## src/design/em_afe_pkg.sv

```systemverilog
`default_nettype none
package em_afe_pkg;

  localparam int unsigned MAX_INDIVIDUALS = 1024;
  localparam int unsigned ADDR_W  = $clog2(MAX_INDIVIDUALS);
  localparam int unsigned CNT_W   = ADDR_W + 1;
  localparam int unsigned ENTRY_W = 48;
  localparam int unsigned LIK_W   = 16;
  localparam int unsigned FREQ_W  = 16;
  localparam int unsigned ITER_W  = 8;
  localparam int unsigned TAG_W   = 16;
  localparam int unsigned CFG_W   = 16;

  // long divider: dividend, divisor and step count widths
  localparam int unsigned DIV_NW = 28;
  localparam int unsigned DIV_DW = CNT_W + 1;
  localparam int unsigned DIV_CW = $clog2(DIV_NW + 1);

  // term unit: shared multiplier, product and numerator/denominator widths
  localparam int unsigned MUL_AW = 33;
  localparam int unsigned MUL_BW = 17;
  localparam int unsigned PROD_W = MUL_AW + MUL_BW;
  localparam int unsigned TERM_W = 52;

  typedef enum logic {
    REG_TOLERANCE = 1'b0,
    REG_MAX_ITER  = 1'b1
  } cfg_reg_e;

  typedef enum logic [3:0] {
    S_LOAD,
    S_PSTART,
    S_PWAIT,
    S_CHECK,
    S_COEF,
    S_RD,
    S_ISTART,
    S_IWAIT,
    S_MSTART,
    S_MWAIT,
    S_DONE
  } st_e;

  typedef enum logic [2:0] {
    T_IDLE,
    T_COEF,
    T_MUL,
    T_SUM,
    T_DIV
  } term_st_e;

  typedef struct packed {
    logic coef;   // compute p*p, p*q, q*q for the pass
    logic item;   // compute one individual's term
  } term_cmd_t;

  typedef struct packed {
    logic                done;
    logic [FREQ_W-1:0]   term;
  } term_sts_t;

  function automatic logic [FREQ_W-1:0] sat16(input logic [DIV_NW-1:0] v);
    logic [FREQ_W-1:0] r;
    if (v[DIV_NW-1:FREQ_W] != '0) r = '1;
    else r = v[FREQ_W-1:0];
    return r;
  endfunction

endpackage
`default_nettype wire

```

## src/design/em_afe_term.sv

```systemverilog
`default_nettype none
// Per-individual EM term: floor(65536*num/den), all ones if num >= den,
// zero if den is zero; one shared multiplier, then a 16-step fraction divider.
module em_afe_term (
  input  wire logic                              clk_i,
  input  wire logic                              rst_ni,
  input  wire em_afe_pkg::term_cmd_t             cmd_i,
  input  wire logic [em_afe_pkg::FREQ_W-1:0]     p_i,
  input  wire logic [em_afe_pkg::ENTRY_W-1:0]    entry_i,
  output em_afe_pkg::term_sts_t                  sts_o
);

  em_afe_pkg::term_st_e state_q, state_d;
  logic [3:0]  step_q, step_d;
  logic        done_q, done_d;

  logic [31:0]                      pp_q, pq_q;
  logic [32:0]                      qq_q;
  logic [em_afe_pkg::PROD_W-1:0]    pa_q, pb_q, pc_q;
  logic [em_afe_pkg::TERM_W-1:0]    den_q, r_q;
  logic [em_afe_pkg::FREQ_W-1:0]    quo_q;

  logic [16:0]                      q;
  logic [em_afe_pkg::MUL_AW-1:0]    mul_a;
  logic [em_afe_pkg::MUL_BW-1:0]    mul_b;
  logic [em_afe_pkg::PROD_W-1:0]    prod;
  logic [em_afe_pkg::TERM_W-1:0]    num, den;
  logic [em_afe_pkg::TERM_W-1:0]    pb2;
  logic [em_afe_pkg::TERM_W:0]      r2;
  logic [em_afe_pkg::TERM_W:0]      r2_sub;
  logic                             qbit;

  assign q = 17'h10000 - {1'b0, p_i};

  always_comb begin
    mul_a = '0;
    mul_b = '0;
    case (state_q)
      em_afe_pkg::T_COEF: begin
        case (step_q[1:0])
          2'd0: begin mul_a = {17'b0, p_i}; mul_b = {1'b0, p_i}; end
          2'd1: begin mul_a = {17'b0, p_i}; mul_b = q; end
          default: begin mul_a = {16'b0, q}; mul_b = q; end
        endcase
      end
      em_afe_pkg::T_MUL: begin
        case (step_q[1:0])
          2'd0: begin mul_a = qq_q; mul_b = {1'b0, entry_i[15:0]}; end
          2'd1: begin mul_a = {1'b0, pq_q}; mul_b = {1'b0, entry_i[31:16]}; end
          default: begin mul_a = {1'b0, pp_q}; mul_b = {1'b0, entry_i[47:32]}; end
        endcase
      end
      default: ;
    endcase
  end

  assign prod   = mul_a * mul_b;
  assign num    = em_afe_pkg::TERM_W'(pb_q) + em_afe_pkg::TERM_W'(pc_q);
  assign pb2    = em_afe_pkg::TERM_W'({pb_q, 1'b0});
  assign den    = em_afe_pkg::TERM_W'(pa_q) + pb2 + em_afe_pkg::TERM_W'(pc_q);
  assign r2     = {r_q, 1'b0};
  assign r2_sub = r2 - {1'b0, den_q};
  assign qbit   = (r2 >= {1'b0, den_q});

  always_comb begin
    state_d = state_q;
    step_d  = step_q;
    done_d  = 1'b0;
    case (state_q)
      em_afe_pkg::T_IDLE: begin
        step_d = '0;
        if (cmd_i.coef) state_d = em_afe_pkg::T_COEF;
        else if (cmd_i.item) state_d = em_afe_pkg::T_MUL;
      end
      em_afe_pkg::T_COEF: begin
        step_d = step_q + 1'b1;
        if (step_q == 4'd2) begin
          state_d = em_afe_pkg::T_IDLE;
          done_d  = 1'b1;
        end
      end
      em_afe_pkg::T_MUL: begin
        step_d = step_q + 1'b1;
        if (step_q == 4'd2) state_d = em_afe_pkg::T_SUM;
      end
      em_afe_pkg::T_SUM: begin
        step_d = '0;
        if (den == '0 || num >= den) begin
          state_d = em_afe_pkg::T_IDLE;
          done_d  = 1'b1;
        end else begin
          state_d = em_afe_pkg::T_DIV;
        end
      end
      em_afe_pkg::T_DIV: begin
        step_d = step_q + 1'b1;
        if (step_q == 4'd15) begin
          state_d = em_afe_pkg::T_IDLE;
          done_d  = 1'b1;
        end
      end
      default: state_d = em_afe_pkg::T_IDLE;
    endcase
  end

  always_ff @(posedge clk_i or negedge rst_ni) begin
    if (!rst_ni) begin
      state_q <= em_afe_pkg::T_IDLE;
      step_q  <= '0;
      done_q  <= 1'b0;
    end else begin
      state_q <= state_d;
      step_q  <= step_d;
      done_q  <= done_d;
    end
  end

  always_ff @(posedge clk_i) begin
    case (state_q)
      em_afe_pkg::T_COEF: begin
        case (step_q[1:0])
          2'd0: pp_q <= prod[31:0];
          2'd1: pq_q <= prod[31:0];
          default: qq_q <= prod[32:0];
        endcase
      end
      em_afe_pkg::T_MUL: begin
        case (step_q[1:0])
          2'd0: pa_q <= prod;
          2'd1: pb_q <= prod;
          default: pc_q <= prod;
        endcase
      end
      em_afe_pkg::T_SUM: begin
        den_q <= den;
        r_q   <= num;
        if (den == '0) quo_q <= '0;
        else if (num >= den) quo_q <= '1;
        else quo_q <= '0;
      end
      em_afe_pkg::T_DIV: begin
        r_q   <= qbit ? r2_sub[em_afe_pkg::TERM_W-1:0] : r2[em_afe_pkg::TERM_W-1:0];
        quo_q <= {quo_q[em_afe_pkg::FREQ_W-2:0], qbit};
      end
      default: ;
    endcase
  end

  assign sts_o.done = done_q;
  assign sts_o.term = quo_q;

endmodule
`default_nettype wire

```

## config.mk

```make
export PLATFORM = sky130hd
export DESIGN_NAME = em_afe_term
export DESIGN_NICKNAME = d
export VERILOG_FILES = /design/src/design/em_afe_pkg.sv /design/src/design/em_afe_term.sv
export SDC_FILE = /design/constraint.sdc
export NUM_CORES = 2
export LEC_CHECK = 0
export BUFFER_PORTS_ARGS = -buffer_cell sky130_fd_sc_hd__buf_2
export CAP_MARGIN = 0
export CORE_UTILIZATION = 45
export CTS_BUF_LIST = sky130_fd_sc_hd__clkbuf_16
export CTS_CLUSTER_DIAMETER = 50
export DETAILED_ROUTE_END_ITERATION = 10
export GPL_ROUTABILITY_DRIVEN = 0
export GPL_TIMING_DRIVEN = 0
export PLACE_DENSITY = 0.61
export SYNTH_ARGS = -nofsm -noshare
export SYNTH_HDL_FRONTEND = slang
export SYNTH_SLANG_ARGS = --single-unit
```

## constraint.sdc

```tcl
create_clock -name clk_i -period 14.25 [get_ports clk_i]
set_input_delay 0.7125 -clock clk_i [delete_from_list [all_inputs] [get_ports clk_i]]
set_output_delay 0.7125 -clock clk_i [all_outputs]
set_load 0.05 [all_outputs]
```

==> impl_summary.md <==
STA
Setup violations remaining at the end of the flow were counted as 0. The sum of negative setup slack is 0 ns. The measured slew at the worst slew-check pin is 1.520 ns.

The setup skew after layout is 0.05050 ns. Setup repair after global routing left no endpoint under its margin. The final-report hold violation count was 0. The number of max-slew violations in the final report was 6. Headroom to the max-slew limit came out at -1.341%. For this run, the top clock speed supported by timing is 0.08535 GHz. The share of the clock period used by the worst path is 82.22%.

Subtracting the final worst setup slack from the clock period gives 11.72 ns.

Drt
Using the TritonRoute via totals, the vias-per-cell ratio works out to 5.492. The vias after detailed routing is 32.69k. Wire segments on met3 add up to 7146 µm in the final route.

Before antenna repair, the detailed router went through 6 iterations. Once detail routing completed, the nets flagged for antenna violations numbered 0. In the final routing, the length of wire on met1 measures 54,130 µm.

Detailed routing placed a total of 57,130 µm of wire on met2. In the final routed layout, each cell accounts on average for 20.78 µm. The highest routing layer actually used is met4.

After detailed routing, the total wire length is 123,700 µm. The iteration-0 DRC count of the detailed router is 2,409. The number of design rule violations left after detail routing is 0.

Worst setup path
The cell with the largest stage delay on the worst path is sky130_fd_sc_hd__o22ai_1. Data on the critical path arrives at its endpoint at 11.97 ns. For the worst setup path, the data required time is 14.50 ns. The largest single stage delay on the critical path is 0.96 ns. Counting stages on the worst path, the most repeated cell is sky130_fd_sc_hd__fa_1. Along the worst path, the maximum fanout reaches 10. The critical path capture point type is a flip-flop. The critical path is of the in2reg type. STA classifies the critical path startpoint as an input port.

Global routing
The initial antenna violation count is 4. The total global routing track utilization is 26.30%. The overall overflow remaining after global route is 0.

The number of global-route vias before repair is 33.61k. The first global-routing pass estimated 193,100 µm of wire. Entering global routing, the biggest net connects 66 pins.

Die
The floorplan step defined a core boundary enclosing 0.09361 mm². The number of standard-cell rows in the floorplan is 112. The effective utilization at floorplan is 45.55%. In this run the horizontal extent of the chip is 309.8 µm. The die footprint is 0.09599 mm². The floorplan step set the die height to 309.8 µm. During I/O placement, the number of pins put on the boundary was 85.

Cells and area
The count of filler cells inserted in the layout is 8,967. The growth of design area from synthesis to finish is 8.689%. The count of nets after finishing is 5,578. In the final layout, flip-flops and latches occupy 0.01122 mm². The footprint of the multi-input gates is 0.02818 mm². The proportion of layout cells with a drive suffix above 1 is 4.408%.

Clock tree
The root buffer cell is sky130_fd_sc_hd__clkbuf_16. The maximum buffer depth of the clock tree is 3. TritonCTS built the clock tree.

Once the clock tree was built, the resizer swapped 0 gates to a different size. At the later pin of the worst-skew pair, clock insertion delay measures 0.60 ns. Clock-pin slew was measured on the worst setup and hold paths at 0.06 ns.

The number of clock sinks is 375. The number of levels the H-tree was split into is 2. The number of buffers added by the clock tree synthesis step is 42.

Logic synthesis
The post-synthesis instance total is 4,506. The most frequent cell after synthesis is sky130_fd_sc_hd__inv_1. The synthesized design devotes to its leading area cell type 25.85% of total area. The distinct cell type count after synthesis is 83.

After Yosys synthesis, and, or, nand and nor cells account for 13.35% of the synthesized area. The mean instance size in the synthesized netlist is 9.463 µm². The portion of synthesized area spent on multiplexers is 1.080%. The main combinational cell family by area after synthesis is adder cells.

The mapped netlist covers 0.04264 mm². The sequential share of the synthesized area is 26.32%. After synthesis, the cell types taking the most area are sky130_fd_sc_hd__edfxtp_1 (26%), sky130_fd_sc_hd__fa_1 (24%), sky130_fd_sc_hd__ha_1 (9.7%). Summing the areas of all compound-gate instances in the mapped netlist gives 13.25% of the synthesized area. The most used flip-flop cell after synthesis is sky130_fd_sc_hd__edfxtp_1. The biggest area contributor in the post-synthesis netlist is sky130_fd_sc_hd__edfxtp_1.

Yosys mapped a number of flops with a built-in enable equal to 367. By count the netlist is led by sky130_fd_sc_hd__inv_1 (717), sky130_fd_sc_hd__nand2_1 (586), sky130_fd_sc_hd__fa_1 (516). The async set-reset flop share out of synthesis is 2.133%.

The xor/xnor share of the synthesized area is 4.167%. The total number of yosys warnings is 0. The flip-flop and latch count after synthesis is 375. After Yosys synthesis, full adders, half adders and majority gates account for 33.97% of the synthesized area.

Place
The number of input and output port buffers inserted is 84. The estimated wirelength of the detail-placed design is 101,600 µm.

Outcome
The final reports fail on capacitance limit, slew limit. The run finished, with violations left.

Run
The max-capacitance violation count is 1.

Min path
The worst min-delay path class is in2reg.
## worst max-delay path: cells and delay by family
kind | cells | cell delay [ns]
xor gates and xnor gates | 1 | 0.14
AOI/OAI and AO/OA | 10 | 4.10
adders and majority gates | 7 | 3.42
buffers and inverters | 5 | 0.91
and+or+nand+nor | 10 | 2.66
## path summary, 6_finish.rpt
kind,from,end,slack (ns),cells after the start
setup / recovery,p_i[2],pa_q[49],2.53,33
hold / removal,cmd_i[1],state_q[1],0.47,3
setup reg to reg,step_q[0],pa_q[49],2.62,30
hold reg to reg,quo_q[7],quo_q[8],0.63,2
max in group asynchronous,rst_ni,step_q[0],13.52,2
min in group asynchronous,rst_ni,state_q[2],0.52,2
## flip-flops by register name (all words and copies together), names as in the netlist
| name | cells |
|---|---|
| step_q | 4 |
| quo_q | 16 |
| state_q | 3 |
| pq_q | 32 |
| qq_q | 33 |
| pp_q | 32 |
| pb_q | 50 |
| pc_q | 50 |
| pa_q | 50 |
| done_q | 1 |
| den_q | 52 |
| r_q | 52 |
## through the flow
step | hold slack (ns) | cell area, µm² | setup slack, ns | util, % | instances
6_report | 0.4730 | 46340 | 2.534 | 49.51 | 5952
5_1_grt | 0.4772 | 46340 | 2.008 | 49.51 | 5952
4_1_cts | 0.4419 | 46340 | 2.686 | 49.50 | 5950
3_5_place_dp | 0.6057 | 44870 | 2.081 | 47.93 | 5871
3_3_place_gp | 0.5983 | 44710 | 0.5060 | 47.76 | 5865
2_1_floorplan | 0.4169 | 42720 | 4.168 | - | 4527
## cell families (layout without fill, tap and decap cells)
logic type	after synthesis	in the layout
xor+xnor	202	202
fa+ha+maj	848	848
buf+inv	890	1059
flops	375	375
mux	45	45
compound gates	893	893
other cells	2	25
simple gates	1251	1251
## per-layer routing
metal	global-route usage, %	up-vias
li1	-	15320
met1	35.57	16050
met2	43.19	1090
met3	2.924	231
met4	10.52	0
met5	0	-
## area by class of cell
cell class | instances | share of cell area, %
Antenna cell | 2 | 0.01080
Timing Repair Buffer | 91 | 1.204
Sequential cell | 375 | 24.21
Clock buffer | 42 | 2.268
Clock inverter | 36 | 0.8829
Buffer | 173 | 1.417
Multi-Input combinational cell | 3262 | 60.81
Tap cell | 1254 | 3.386
Inverter | 717 | 5.807
## timing repair
action	4_1_cts	5_1_grt
hold buffers	1	0
setup buffers	0	0
hold endpoints to repair	8	0
## cells in the final DEF (no fill, tap or decap), drive strengths merged, types with 10 or more instances in the layout
| master | instances |
|---|---|
| ha | 332 |
| xor2 | 74 |
| o22a | 12 |
| and2 | 111 |
| nand2 | 586 |
| o21bai | 30 |
| nand2b | 23 |
| a22oi | 21 |
| a21boi | 12 |
| conb | 23 |
| nor4 | 20 |
| o21ai | 192 |
| or3 | 13 |
| nand3 | 48 |
| a31oi | 31 |
| edfxtp | 367 |
| or2 | 11 |
| nand4 | 51 |
| o211ai | 20 |
| buf | 100 |
| a211oi | 27 |
| xnor2 | 128 |
| clkinv | 13 |
| and3 | 19 |
| nor2b | 36 |
| o22ai | 33 |
| inv | 731 |
| nor3 | 61 |
| clkbuf | 205 |
| mux2i | 37 |
| o31ai | 11 |
| a22o | 35 |
| and4 | 10 |
| a21o | 108 |
| a21oi | 274 |
| fa | 516 |
| o21a | 27 |
| nor2 | 240 |
Power is not shown: default switching activity piles up to over one toggle a cycle in this logic, so the estimate is an artifact.
