<file path="src/design/em_afe_pkg.sv">
`default_nettype none
package em_afe_pkg;

  localparam int unsigned MAX_INDIVIDUALS = 1024;
  localparam int unsigned ADDR_W  = $clog2(MAX_INDIVIDUALS);
  localparam int unsigned CNT_W   = ADDR_W + 1;
  localparam int unsigned ENTRY_W = 48;
  localparam int unsigned LIK_W   = 16;
  localparam int unsigned FREQ_W  = 16;
  localparam int unsigned ITER_W  = 8;
  localparam int unsigned TAG_W   = 16;
  localparam int unsigned CFG_W   = 16;

  // long divider: dividend, divisor and step count widths
  localparam int unsigned DIV_NW = 28;
  localparam int unsigned DIV_DW = CNT_W + 1;
  localparam int unsigned DIV_CW = $clog2(DIV_NW + 1);

  // term unit: shared multiplier, product and numerator/denominator widths
  localparam int unsigned MUL_AW = 33;
  localparam int unsigned MUL_BW = 17;
  localparam int unsigned PROD_W = MUL_AW + MUL_BW;
  localparam int unsigned TERM_W = 52;

  typedef enum logic {
    REG_TOLERANCE = 1'b0,
    REG_MAX_ITER  = 1'b1
  } cfg_reg_e;

  typedef enum logic [3:0] {
    S_LOAD,
    S_PSTART,
    S_PWAIT,
    S_CHECK,
    S_COEF,
    S_RD,
    S_ISTART,
    S_IWAIT,
    S_MSTART,
    S_MWAIT,
    S_DONE
  } st_e;

  typedef enum logic [2:0] {
    T_IDLE,
    T_COEF,
    T_MUL,
    T_SUM,
    T_DIV
  } term_st_e;

  typedef struct packed {
    logic coef;   // compute p*p, p*q, q*q for the pass
    logic item;   // compute one individual's term
  } term_cmd_t;

  typedef struct packed {
    logic                done;
    logic [FREQ_W-1:0]   term;
  } term_sts_t;

  function automatic logic [FREQ_W-1:0] sat16(input logic [DIV_NW-1:0] v);
    logic [FREQ_W-1:0] r;
    if (v[DIV_NW-1:FREQ_W] != '0) r = '1;
    else r = v[FREQ_W-1:0];
    return r;
  endfunction

endpackage
`default_nettype wire

</file>
<file path="src/design/em_afe_div.sv">
`default_nettype none
// Restoring long divider, one quotient bit per cycle. Divisor zero gives zero.
module em_afe_div (
  input  wire logic                           clk_i,
  input  wire logic                           rst_ni,
  input  wire logic                           start_i,
  input  wire logic [em_afe_pkg::DIV_NW-1:0]  dividend_i,
  input  wire logic [em_afe_pkg::DIV_DW-1:0]  divisor_i,
  output logic                                done_o,
  output logic      [em_afe_pkg::DIV_NW-1:0]  quot_o
);

  logic                          busy_q;
  logic                          done_q;
  logic [em_afe_pkg::DIV_CW-1:0] cnt_q;
  logic [em_afe_pkg::DIV_DW-1:0] rem_q;
  logic [em_afe_pkg::DIV_DW-1:0] dsr_q;
  logic [em_afe_pkg::DIV_NW-1:0] dq_q;

  logic [em_afe_pkg::DIV_DW:0]   sh;
  logic                          qbit;
  logic [em_afe_pkg::DIV_DW:0]   diff;

  always_comb begin
    sh   = {rem_q, dq_q[em_afe_pkg::DIV_NW-1]};
    qbit = (sh >= {1'b0, dsr_q});
    diff = sh - {1'b0, dsr_q};
  end

  always_ff @(posedge clk_i or negedge rst_ni) begin
    if (!rst_ni) begin
      busy_q <= 1'b0;
      done_q <= 1'b0;
      cnt_q  <= '0;
    end else begin
      done_q <= 1'b0;
      if (start_i) begin
        busy_q <= 1'b1;
        cnt_q  <= em_afe_pkg::DIV_CW'(em_afe_pkg::DIV_NW);
      end else if (busy_q) begin
        cnt_q <= cnt_q - 1'b1;
        if (cnt_q == em_afe_pkg::DIV_CW'(1)) begin
          busy_q <= 1'b0;
          done_q <= 1'b1;
        end
      end
    end
  end

  always_ff @(posedge clk_i) begin
    if (start_i) begin
      rem_q <= '0;
      dsr_q <= divisor_i;
      dq_q  <= dividend_i;
    end else if (busy_q) begin
      rem_q <= qbit ? diff[em_afe_pkg::DIV_DW-1:0] : sh[em_afe_pkg::DIV_DW-1:0];
      dq_q  <= {dq_q[em_afe_pkg::DIV_NW-2:0], qbit};
    end
  end

  assign done_o = done_q;
  assign quot_o = (dsr_q == '0) ? '0 : dq_q;

endmodule
`default_nettype wire

</file>
<file path="config.mk">
export PLATFORM = sky130hd
export DESIGN_NAME = em_afe_div
export DESIGN_NICKNAME = d
export VERILOG_FILES = /design/src/design/em_afe_pkg.sv /design/src/design/em_afe_div.sv
export SDC_FILE = /design/constraint.sdc
export NUM_CORES = 1
export LEC_CHECK = 0
export BUFFER_PORTS_ARGS = -buffer_cell sky130_fd_sc_hd__buf_2
export CORE_MARGIN = 3
export CORE_UTILIZATION = 35
export DETAILED_ROUTE_END_ITERATION = 7
export GPL_TIMING_DRIVEN = 1
export PLACE_DENSITY = 0.66
export REMOVE_ABC_BUFFERS = 1
export SLEW_MARGIN = 20
export SYNTH_ARGS = -nofsm -noshare
export SYNTH_HDL_FRONTEND = slang
export SYNTH_SLANG_ARGS = --single-unit
</file>
<file path="constraint.sdc">
create_clock -name clk_i -period 3.73 [get_ports clk_i]
set_input_delay 0.1865 -clock clk_i [delete_from_list [all_inputs] [get_ports clk_i]]
set_output_delay 0.1865 -clock clk_i [all_outputs]
set_load 0.02 [all_outputs]
</file>
==> impl_metrics.sql, run 1 <==
INSERT INTO impl_metrics (metric_group, metric, value, unit) VALUES
('status', 'run_status', 'finished clean', ''),
('global_routing', 'antenna_violations_before_repair', '0', ''),
('hold_path', 'hold_end', 'dsr_q[2]$_DFFE_PP_', ''),
('floorplanning', 'coreArea', '0.00885', 'mm^2'),
('floorplanning', 'die-width', '102', 'um'),
('global_routing', 'track_usage', '14.0', '%'),
('timing', 'slew-limit-headroom', '32.5', '%'),
('setup_path', 'cp-start-kind', 'register', ''),
('pwr', 'static-leakage-power', '1.64', 'nW'),
('synthesis', 'synth.most_common_cell', 'edfxtp_1', ''),
('floorplanning', 'design.die.area', '0.0104', 'mm^2'),
('pwr', 'vdd.ir_drop.worst', '0.000245', 'V'),
('timing', 'post-route-min-period', '2.73', 'ns'),
('cts', 'clk-insertion-delay-late', '0.34', 'ns'),
('cts', 'path_clk_slew', '0.07', 'ns'),
('cts', 'cts_tree', 'done', ''),
('global_routing', 'grt_max_degree', '51', ''),
('timing', 'timing_worst_slew_pin_value', '1.01', 'ns'),
('cells_and_area', 'drive_above_1_share', '35.3', '%'),
('pwr', 'switching_power', '0.748', 'mW'),
('cells_and_area', 'num-fill-cells', '856', ''),
('synthesis', 'post_synth_most_frequent_cells', 'edfxtp_1, mux2_2, and2_1, nand2_1, inv_1', ''),
('route', 'routed_wirelength', '6790', 'um'),
('route', 'detail_route.iter0.violations', '97', ''),
('synthesis', 'ys_seq_elements', '59', ''),
('setup_path', 'r2r.worst_path.cells', '8', ''),
('place', 'detailedPlacementHpwl', '4790', 'um'),
('cts', 'cts_max_path_buffers', '2', ''),
('timing', 'final_hold_viol_count', '0', ''),
('route', 'dr.pass1.iters', '4', ''),
('synthesis', 'synthesis.area_per_instance', '11.7', 'um^2'),
('hold_path', 'worst_hold_startpoint', 'divisor_i[2]', ''),
('cells_and_area', 'multi_input_logic_area', '0.00148', 'mm^2'),
('cells_and_area', 'antenna_cells', '0', ''),
('timing', 'rsz_0062_raised_after_global_routing', 'false', ''),
('pwr', 'share_clk_of_total_power', '25.5', '%'),
('cts', 'cts.repair.resized', '0', ''),
('synthesis', 'synth_edf_count', '40', ''),
('synthesis', 'async_set_or_reset_flop_fraction_in_the_synthesized_netlist', '11.9', '%'),
('pwr', 'netSwitchingFraction', '33.1', '%'),
('global_routing', 'wire_length_of_the_first_global_routing_pass', '11400', 'um'),
('global_routing', 'grt-ovfl-total', '0', ''),
('synthesis', 'mappedNetlistArea', '0.00322', 'mm^2'),
('synthesis', 'netlist_instances', '276', ''),
('cts', 'ctsRootBufferMaster', 'clkbuf_8', ''),
('cts', 'postCtsSetupRepairBufs', '0', ''),
('place', 'replace_congestion', '0.875', ''),
('synthesis', 'post-synth-top-area-fraction', '37.3', '%'),
('setup_path', 'timing.setup.critical_path_class', 'register to output port', ''),
('floorplanning', 'floorplan.initialDensity', '36.4', '%'),
('synthesis', 'synth.lib_cells_used.distinct', '51', ''),
('setup_path', 'reg2reg_slack', '1.17', 'ns'),
('timing', 'timing_max_transition_violations_final', '0', ''),
('cts', 'h-tree-depth', '3', ''),
('hold_path', 'hold_class', 'primary input to register', ''),
('flow_run', 'max_cap_viol_count', '0', ''),
('cts', 'inserted_clock_buffers', '9', ''),
('route', 'route.detailed.drc', '0', ''),
('cells_and_area', 'register_area', '0.00162', 'mm^2'),
('synthesis', 'ys_warn_count', '0', ''),
('hold_path', 'timing.hold.worst_path_depth', '1', ''),
('pwr', 'cellInternalPower', '1.51', 'mW'),
('floorplanning', 'std_cell_rows', '34', ''),
('cells_and_area', 'finalCoreUtilization', '43.9', '%'),
('setup_path', 'crit_required', '3.54', 'ns'),
('cts', 'cts.hold.buffers_added', '3', ''),
('timing', 'max_fclk', '366', 'MHz'),
('floorplanning', 'die_h', '102', 'um'),
('synthesis', 'synth_seq_area_share', '50.2', '%'),
('setup_path', 'rr_startpoint', 'dsr_q[8]$_DFFE_PP_', ''),
('synthesis', 'synth_area_leader_cell', 'edfxtp_1', '');
worst max-delay path by stage:
stage               slack [ns]                      to
floorplan                 1.50       dq_q[0]$_DFFE_PP_
global placement          1.26       dq_q[0]$_DFFE_PP_
detailed placement        1.22  rem_q[11]$_SDFFE_PP0P_
CTS                       0.89              quot_o[26]
global route              0.73              quot_o[24]
finish                     1.0              quot_o[24]
power by group through the flow:
stage	combinational [mW]	clock, mW	sequential (mW)
after floorplan	0.621	0	0.877
after global placement	0.773	0	0.902
after detailed placement	0.786	0	0.899
after CTS	0.796	0.591	0.888
after global routing	0.887	0.615	0.902
final	0.794	0.575	0.888
cell usage in the layout (no fill, tap or decap), types with 4 or more instances in the layout:
cell,synthesis,routed
nor2_1,11,11
clkbuf_8,0,9
dfxtp_1,12,12
o21ai_0,11,11
a21oi_1,6,6
mux2_2,29,29
xnor2_1,9,9
mux2i_1,7,7
nor3_1,4,4
inv_1,16,15
dfrtp_1,7,7
nor2b_1,5,5
nand2b_1,4,4
nand3_1,4,4
edfxtp_1,40,40
nand2_1,17,17
and2_1,28,28
ha_1,14,14
buf_2,0,71
layout make-up:
| cell class | count | area share (%) |
|---|---|---|
| Multi-Input combinational cell | 190 | 38.1 |
| Clock buffer | 10 | 3.29 |
| Inverter | 16 | 1.55 |
| Sequential cell | 59 | 41.6 |
| Clock inverter | 6 | 1.67 |
| Tap cell | 108 | 3.48 |
| Timing Repair Buffer | 76 | 10.3 |
metal layers:
layer | share of wire, % | global-route usage (%) | vias to the layer above
li1 | - | - | 1146
met2 | 47 | 22.9 | 72
met1 | 44 | 17.3 | 1065
met4 | 1.7 | 5.45 | 0
met5 | 0 | 0 | -
met3 | 7.5 | 4.57 | 10
critical path, stage by stage, from the launching register on:
cell and delay [ns]:
edfxtp_1 0.40, nor4_1 0.54, nand3_1 0.69, and2_1 0.43
buf_2 0.16
registers in the layout (all words and copies together), names as in the netlist:
name,flops
dsr_q,12
busy_q,1
rem_q,12
cnt_q,5
dq_q,28
done_o,1
through the flow:
step	setup WS, ns	instances	total power, mW	hold WS [ns]	instance area (um^2)
global placement	1.26	446	1.67	0.0276	3660
finish	1.00	465	2.26	0.0230	3880
CTS	0.890	465	2.28	0.00334	3880
floorplan	1.50	265	1.50	-0.109	3160
detailed placement	1.22	446	1.69	0.0293	3660
global route	0.727	465	2.40	0.00514	3880
logic make-up (layout without fill, tap and decap cells):
logic type	Yosys count	after routing	share of synthesized area [%]
adder cells (fa/ha/maj)	15	15	6.06
XOR/XNOR	11	11	2.99
flip-flops	59	59	50.2
buffers and inverters	27	108	3.88
AO/OA/AOI/OAI	43	43	9.86
multiplexers	37	37	12.8
AND/OR/NAND/NOR	84	84	14.3
Note: power is estimated with default switching activity, not from simulation.
==> inputs of run 2 (changes only) <==
==> constraint.sdc (replaced) <==
create_clock -name clk_i -period 2.8 [get_ports clk_i]
set_input_delay 0.14 -clock clk_i [delete_from_list [all_inputs] [get_ports clk_i]]
set_output_delay 0.14 -clock clk_i [all_outputs]
set_load 0.02 [all_outputs]
==> run 2 against run 1 <==
Sequential share of layout area down 1.2 points; clock-buffer cell count unchanged; worst setup slack worse by 0.65 ns; largest cell class unchanged.
==> impl_metrics.sql, run 2 (synthesized netlist as in run 1, its figures left out) <==
INSERT INTO impl_metrics (metric_group, metric, value, unit) VALUES
('cells_and_area', 'instances_no_fill', '477', ''),
('floorplanning', 'die_h', '102', 'um'),
('floorplanning', 'design.die.area', '0.0104', 'mm^2'),
('floorplanning', 'floorplan.io_pins', '72', ''),
('pwr', 'power_density', '755', 'mW/mm^2'),
('timing', 'slew-limit-headroom', '51.7', '%'),
('place', 'portBuffers', '71', ''),
('route', 'route.antenna.remaining_nets', '0', ''),
('cts', 'cts_tree', 'done', ''),
('cts', 'cts_sinks', '59', ''),
('pwr', 'static-leakage-power', '1.70', 'nW'),
('floorplanning', 'std_cell_rows', '34', ''),
('timing', 'timing_max_transition_violations_final', '0', ''),
('flow_run', 'max_cap_viol_count', '0', ''),
('setup_path', 'path_max_fanout', '17', ''),
('cells_and_area', 'most_frequent_cells_in_the_layout', 'buf_2, edfxtp_1, mux2_2', ''),
('hold_path', 'hold_class', 'primary input to register', ''),
('cells_and_area', 'finalNetCount', '422', ''),
('timing', 'final_critical_path_setup_slack', '0.350', 'ns'),
('status', 'run_status', 'finished clean', ''),
('timing', 'post-route-min-period', '2.45', 'ns'),
('cells_and_area', 'antenna_cells', '0', ''),
('route', 'vias_per_cell', '4.90', ''),
('cells_and_area', 'synthToLayoutAreaGrowth', '24.2', '%'),
('timing', 'number_of_failing_setup_endpoints_in_the_final_timing_report', '0', ''),
('global_routing', 'antenna_violations_before_repair', '0', ''),
('cts', 'ctsRootBufferMaster', 'clkbuf_8', ''),
('setup_path', 'timing.setup.critical_path_class', 'register to register', ''),
('cells_and_area', 'mostFrequentLayoutCell', 'buf_2', ''),
('floorplanning', 'floorplan.initialDensity', '36.4', '%'),
('cells_and_area', 'max_ffs_per_register', '28', ''),
('timing', 'timing.hold.ws', '0.0987', 'ns'),
('route', 'met2WireLength', '3100', 'um'),
('route', 'met3_wirelength', '557', 'um'),
('place', 'replace_congestion', '0.879', ''),
('place', 'place_area', '0.00368', 'mm^2'),
('route', 'route.detailed.drc', '0', ''),
('timing', 'rsz_0062_raised_after_global_routing', 'false', ''),
('cells_and_area', 'drive_above_1_share', '34.4', '%'),
('timing', 'max_fclk', '408', 'MHz'),
('cts', 'inserted_clock_buffers', '9', ''),
('timing', 'timing_worst_slew_pin_value', '0.725', 'ns'),
('cts', 'postCtsSetupRepairBufs', '0', ''),
('setup_path', 'rr_startpoint', 'dsr_q[1]$_DFFE_PP_', ''),
('cts', 'cts_max_path_buffers', '2', ''),
('setup_path', 'cp-start-kind', 'register', ''),
('route', 'detail_route.iter0.violations', '85', ''),
('cts', 'h-tree-depth', '3', ''),
('cts', 'cts.repair.resized', '0', ''),
('route', 'wirelength_met1', '2960', 'um'),
('floorplanning', 'die-width', '102', 'um'),
('cts', 'path_clk_slew', '0.07', 'ns'),
('timing', 'final_min_period_over_clock_period', '87.5', '%'),
('route', 'routed_wirelength', '6690', 'um'),
('pwr', 'power', '3.02', 'mW'),
('setup_path', 'critical_path.startpoint', 'dsr_q[1]$_DFFE_PP_', ''),
('cells_and_area', 'top_regs', 'dq_q x28, dsr_q x12, rem_q x12', ''),
('place', 'post-place-cells', '448', ''),
('route', 'drt-wirelength-per-cell', '14.0', 'um'),
('cells_and_area', 'finalCoreUtilization', '45.2', '%'),
('global_routing', 'wire_length_of_the_first_global_routing_pass', '11500', 'um'),
('setup_path', 'reg2reg_slack', '0.35', 'ns'),
('global_routing', 'track_usage', '14.1', '%'),
('cells_and_area', 'final_design_area_no_fill', '0.00400', 'mm^2'),
('global_routing', 'via_count_of_the_first_global_routing_pass', '2448', ''),
('pwr', 'vdd.ir_drop.worst', '0.000636', 'V'),
('timing', 'fin_tns_setup', '0', 'ns'),
('cts', 'cts.hold.buffers_added', '13', ''),
('setup_path', 'crit_required', '2.89', 'ns'),
('floorplanning', 'coreArea', '0.00885', 'mm^2'),
('cts', 'clk-insertion-delay-late', '0.34', 'ns'),
('route', 'dr_total_vias', '2336', ''),
('timing', 'finalClockSkew', '0.0109', 'ns'),
('cells_and_area', 'registers.top_by_ff_count', 'dq_q', ''),
('route', 'dr.pass1.iters', '4', ''),
('global_routing', 'grt_max_degree', '36', ''),
('hold_path', 'worst_hold_startpoint', 'dividend_i[4]', ''),
('route', 'top_signal_layer_used', 'met4', ''),
('setup_path', 'worstPathArrival', '2.54', 'ns'),
('setup_path', 'timing.critical_path.to_type', 'register', ''),
('place', 'pre_cts_slack', '0.329', 'ns'),
('place', 'detailedPlacementHpwl', '4740', 'um'),
('timing', 'final_hold_viol_count', '0', ''),
('global_routing', 'grt-ovfl-total', '0', '');
run 2: worst paths after layout:
path / end / depth (start not counted)
max: dq_q[0]$_DFFE_PP_ / 7
min reg2reg: rem_q[11]$_SDFFE_PP0P_ / 2
min in group asynchronous: cnt_q[3]$_DFFE_PN0P_ / 2
max reg2reg: dq_q[0]$_DFFE_PP_ / 7
min: dq_q[4]$_DFFE_PP_ / 2
max in group asynchronous: done_o$_DFF_PN0_ / 2
run 2: report_power, final:
group	switching (mW)	internal, mW	total (mW)
Clock	0.353	0.413	0.765
Combinational	0.547	0.519	1.07
Sequential	0.100	1.09	1.19
Total	1.00	2.02	3.02
run 2: layer usage:
layer,track usage [%],vias up
met4,5.15,0
met1,17.6,1091
li1,-,1169
met3,4.85,8
met5,0,-
met2,22.7,68
run 2: critical path: stages (launching register included):
cell and delay (ns):
edfxtp_1 0.43, inv_1 0.08, ha_1 0.23, nor2b_1 0.15
o31ai_2 0.23, a31oi_1 0.12, a211o_1 0.57, mux2_2 0.39
run 2: area by class of cell:
type / instances / area, um^2
Clock buffer: 10 / 128
Clock inverter: 6 / 65.1
Fill cell: 805 / 4850
Inverter: 16 / 60.1
Multi-Input combinational cell: 190 / 1480
Sequential cell: 59 / 1620
Tap cell: 108 / 135
Timing Repair Buffer: 88 / 515
